**src/hdl/rtrp_fifo.sv**
```systemverilog
module rtrp_fifo #(
   parameter int unsigned WIDTH = 8,
   parameter int unsigned DEPTH = 4
) (
   input  logic             clock,
   input  logic             reset,
   input  logic             push,
   input  logic [WIDTH-1:0] push_data,
   output logic             full,
   input  logic             pop,
   output logic [WIDTH-1:0] pop_data,
   output logic             empty
);

   localparam int unsigned PW = (DEPTH > 1) ? $clog2(DEPTH) : 1;
   localparam int unsigned CW = $clog2(DEPTH + 1);

   logic [WIDTH-1:0] mem_ff [DEPTH];
   logic [PW-1:0]    wr_ff, wr_in, rd_ff, rd_in;
   logic [CW-1:0]    count_ff, count_in;
   logic             do_push, do_pop;

   assign full     = (count_ff == CW'(DEPTH));
   assign empty    = (count_ff == '0);
   assign do_push  = push && !full;
   assign do_pop   = pop && !empty;
   assign pop_data = mem_ff[rd_ff];

   always_comb begin
      wr_in    = wr_ff;
      rd_in    = rd_ff;
      count_in = count_ff;
      if (do_push) begin
         wr_in = (wr_ff == PW'(DEPTH - 1)) ? '0 : wr_ff + PW'(1);
      end
      if (do_pop) begin
         rd_in = (rd_ff == PW'(DEPTH - 1)) ? '0 : rd_ff + PW'(1);
      end
      if (do_push && !do_pop) begin
         count_in = count_ff + CW'(1);
      end else if (do_pop && !do_push) begin
         count_in = count_ff - CW'(1);
      end
   end

   always_ff @(posedge clock) begin
      if (reset) begin
         wr_ff    <= '0;
         rd_ff    <= '0;
         count_ff <= '0;
      end else begin
         wr_ff    <= wr_in;
         rd_ff    <= rd_in;
         count_ff <= count_in;
      end
   end

   always_ff @(posedge clock) begin
      if (do_push) begin
         mem_ff[wr_ff] <= push_data;
      end
   end

endmodule

```
**config.mk**
```make
export PLATFORM = sky130hd
export DESIGN_NAME = rtrp_fifo
export DESIGN_NICKNAME = d
export VERILOG_FILES = /design/src/hdl/rtrp_fifo.sv
export SDC_FILE = /design/constraint.sdc
export NUM_CORES = 1
export LEC_CHECK = 0
export ABC_AREA = 1
export ABC_CLOCK_PERIOD_IN_PS = 3300
export BUFFER_PORTS_ARGS = -buffer_cell sky130_fd_sc_hd__buf_2
export CORE_MARGIN = 2
export CORE_UTILIZATION = 35
export DETAILED_ROUTE_END_ITERATION = 12
export GPL_TIMING_DRIVEN = 0
export PLACE_DENSITY = 0.56
export SLEW_MARGIN = 20
export SYNTH_ARGS = -nofsm -noshare
export SYNTH_HDL_FRONTEND = slang
export SYNTH_SLANG_ARGS = --single-unit
```
**constraint.sdc**
```tcl
create_clock -name clock -period 3.3 [get_ports clock]
set_input_delay 0.165 -clock clock [delete_from_list [all_inputs] [get_ports clock]]
set_output_delay 0.165 -clock clock [all_outputs]
set_load 0.1 [all_outputs]
```
==> flow_summary.yaml <==
timing:
  fmax_ghz: 0.5099
  fin_setup_tns_ns: 0
  setup_viol: 0
  fin_crit_ns: 1.961
  finalClockSkew_ns: 0.006578
  grt_setup_unrepaired: "false"
  whs_ns: 0.04408
  hold_viol: 0
  relSlewSlack_pct: 41.63
  drv_slew: 0
  final.period_utilization_pct: 59.43
  worst_pin_slew_ns: 0.8723
clocking:
  ctsHoldBuffers: 0
  cts-resized-gates: 0
  clkTransAtPathRegs_ns: 0.07
  clk_path_buf_depth: 2
  cts-root-buf: "clkbuf_8"
  clock_latency_ns: 0.29
  cts_tree: "built"
  cts_htree_levels: 2
  cts_inserted_buffers: 5
  cts_sinks: 41
  cts_setup_buffers: 0
synthesis:
  ys_types: 19
  netlist_area_um2: 1697
  synthMuxAreaShare_pct: 0
  syn_inst: 147
  synth_fa_ha_area_share_pct: 5.605
  yosysTopAreaCell: "edfxtp_1"
  synth_top_area_share_pct: 56.64
  synth_xor_area_share_pct: 0.5162
  synth_compound_area_share_pct: 9.218
  yosysSeqAreaShare_pct: 67.26
  synth_nets: 166
  syn_avg_cell_area_um2: 11.54
  synth.area.top_cells: "edfxtp_1 (57%), dfxtp_1 (11%), nor2_1 (7.3%)"
  synth_top_family_by_area: "simple AND/OR/NAND/NOR gates"
  synth-simple-area-share_pct: 12.09
  ys_ff_latch: 41
  synth_warnings: 0
die:
  die-area_um2: 5421
  num_io_pins: 22
  coreArea_um2: 4692
  die_w_um: 73.63
  initial_core_util_pct: 36.16
  fp.dieH_um: 73.63
  num_rows: 25
grt:
  grt_use_total_pct: 13.77
  grt_overflow: 0
  antenna_found_initial: 0
  grt_pass1_wl_um: 5395
  grt_max_degree: 14
  first_global_vias: 1203
cells_and_area:
  layout_commonest_cell: "nor2_1"
  fill_cells: 466
  syn_to_final_growth_pct: 15.27
  layout-drive-gt1-share_pct: 20.45
  num_antenna_cells: 0
  nNetsFinal: 194
  most-common-layout-cells: "nor2_1 (33), edfxtp_1 (32), buf_2 (21)"
drt:
  viasPerCell: 4.857
  drtPass1Iterations: 4
  drt_iter0_markers: 29
  drc_errors: 0
  wl_per_cell_um: 14.70
  vias: 1117
  routed_wirelength_um: 3381
  ant_nets: 0
place:
  port_buffers: 21
  dp_hpwl_um: 2415
  place_congestion: 0.6994
worst_setup_path:
  cp-end-kind: "output port"
  reg2reg_from: "count_ff[1]"
  crit_path_max_incr_delay_ns: 0.46
  cp.depth: 4
  crit_chain: "inv_1, o21ai_0, o22ai_1, buf_2"
  cp-endpoint: "pop_data[2]"
  cp_num_buf_inv: 2
  critPathTopFamily: "buffers and inverters"
  slowest_stage: "buf_2"
  crit_type: "register to output port"
  path_max_fanout: 9
  cp.required_ns: 3.13
  r2r_end: "count_ff[1]"
  critPathLaunchType: "register"
  crit_arrival_ns: 1.80
  reg2reg_depth: 9
  r2r_setup_slack_ns: 1.40
min_path:
  hold_path.class: "input port to register"
outcome:
  outcome: "finished clean"
flow_run:
  maxCapViolCount: 0
kinds of logic after synthesis:
| family | after synthesis |
|---|---|
| compound gates | 27 |
| xor+xnor | 1 |
| fa+ha+maj | 7 |
| buf+inv | 20 |
| flops | 41 |
| simple gates | 51 |
layout make-up:
cell class              count  area (µm²)  share of cell area [%]
plain buffers               2       22.52                   1.152
clock buffers               5       68.82                   3.519
clock inverters             3       17.52                  0.8957
inverters                  18       67.56                   3.455
multi-input cells          86       465.4                   23.80
flip-flops and latches     41        1141                   58.35
well taps                  54       67.56                   3.455
repair buffers             21       105.1                   5.374
cell usage after synthesis, drive strengths merged:
library cell	n
edfxtp	32
nand2	14
nand4	1
o21ai	17
fa	1
ha	6
o22ai	8
a21oi	2
nand3b	2
nand3	1
dfxtp	9
inv	18
buf	2
nor2	33
xor2	1
worst min path at each step:
| stage | start | to | cells after the start |
|---|---|---|---|
| after floorplan | reset | count_ff[0] | 1 |
| after global placement | reset | count_ff[0] | 2 |
| after detailed placement | reset | count_ff[0] | 2 |
| after CTS | reset | count_ff[0] | 2 |
| after global routing | reset | count_ff[0] | 2 |
| final | reset | count_ff[0] | 2 |
metrics by stage:
| step | cell area [µm²] | util (%) | setup WS [ns] | instances |
|---|---|---|---|---|
| after floorplan | 1697 | - | 1.034 | 147 |
| after global placement | 1869 | 39.84 | 1.481 | 222 |
| after detailed placement | 1869 | 39.84 | 1.400 | 222 |
| after CTS | 1956 | 41.68 | 1.339 | 230 |
| after global routing | 1956 | 41.68 | 1.163 | 230 |
| final | 1956 | 41.68 | 1.339 | 230 |
state kept, by name (all words and copies together) (netlist names), named ones only:
signal    flops
mem_ff       32
count_ff      3
rd_ff         2
wr_ff         2
layer usage:
metal  vias up  wire [µm]  track usage [%]
li1        558          -                -
met1       533       1393            14.74
met2        20       1782            25.10
met3         6        154            4.527
met4         0         51            4.848
met5         -          0                0
Power is left out: the tool's default activity adds up to more than one toggle a clock period on the data nets, which glitch-free logic cannot reach.
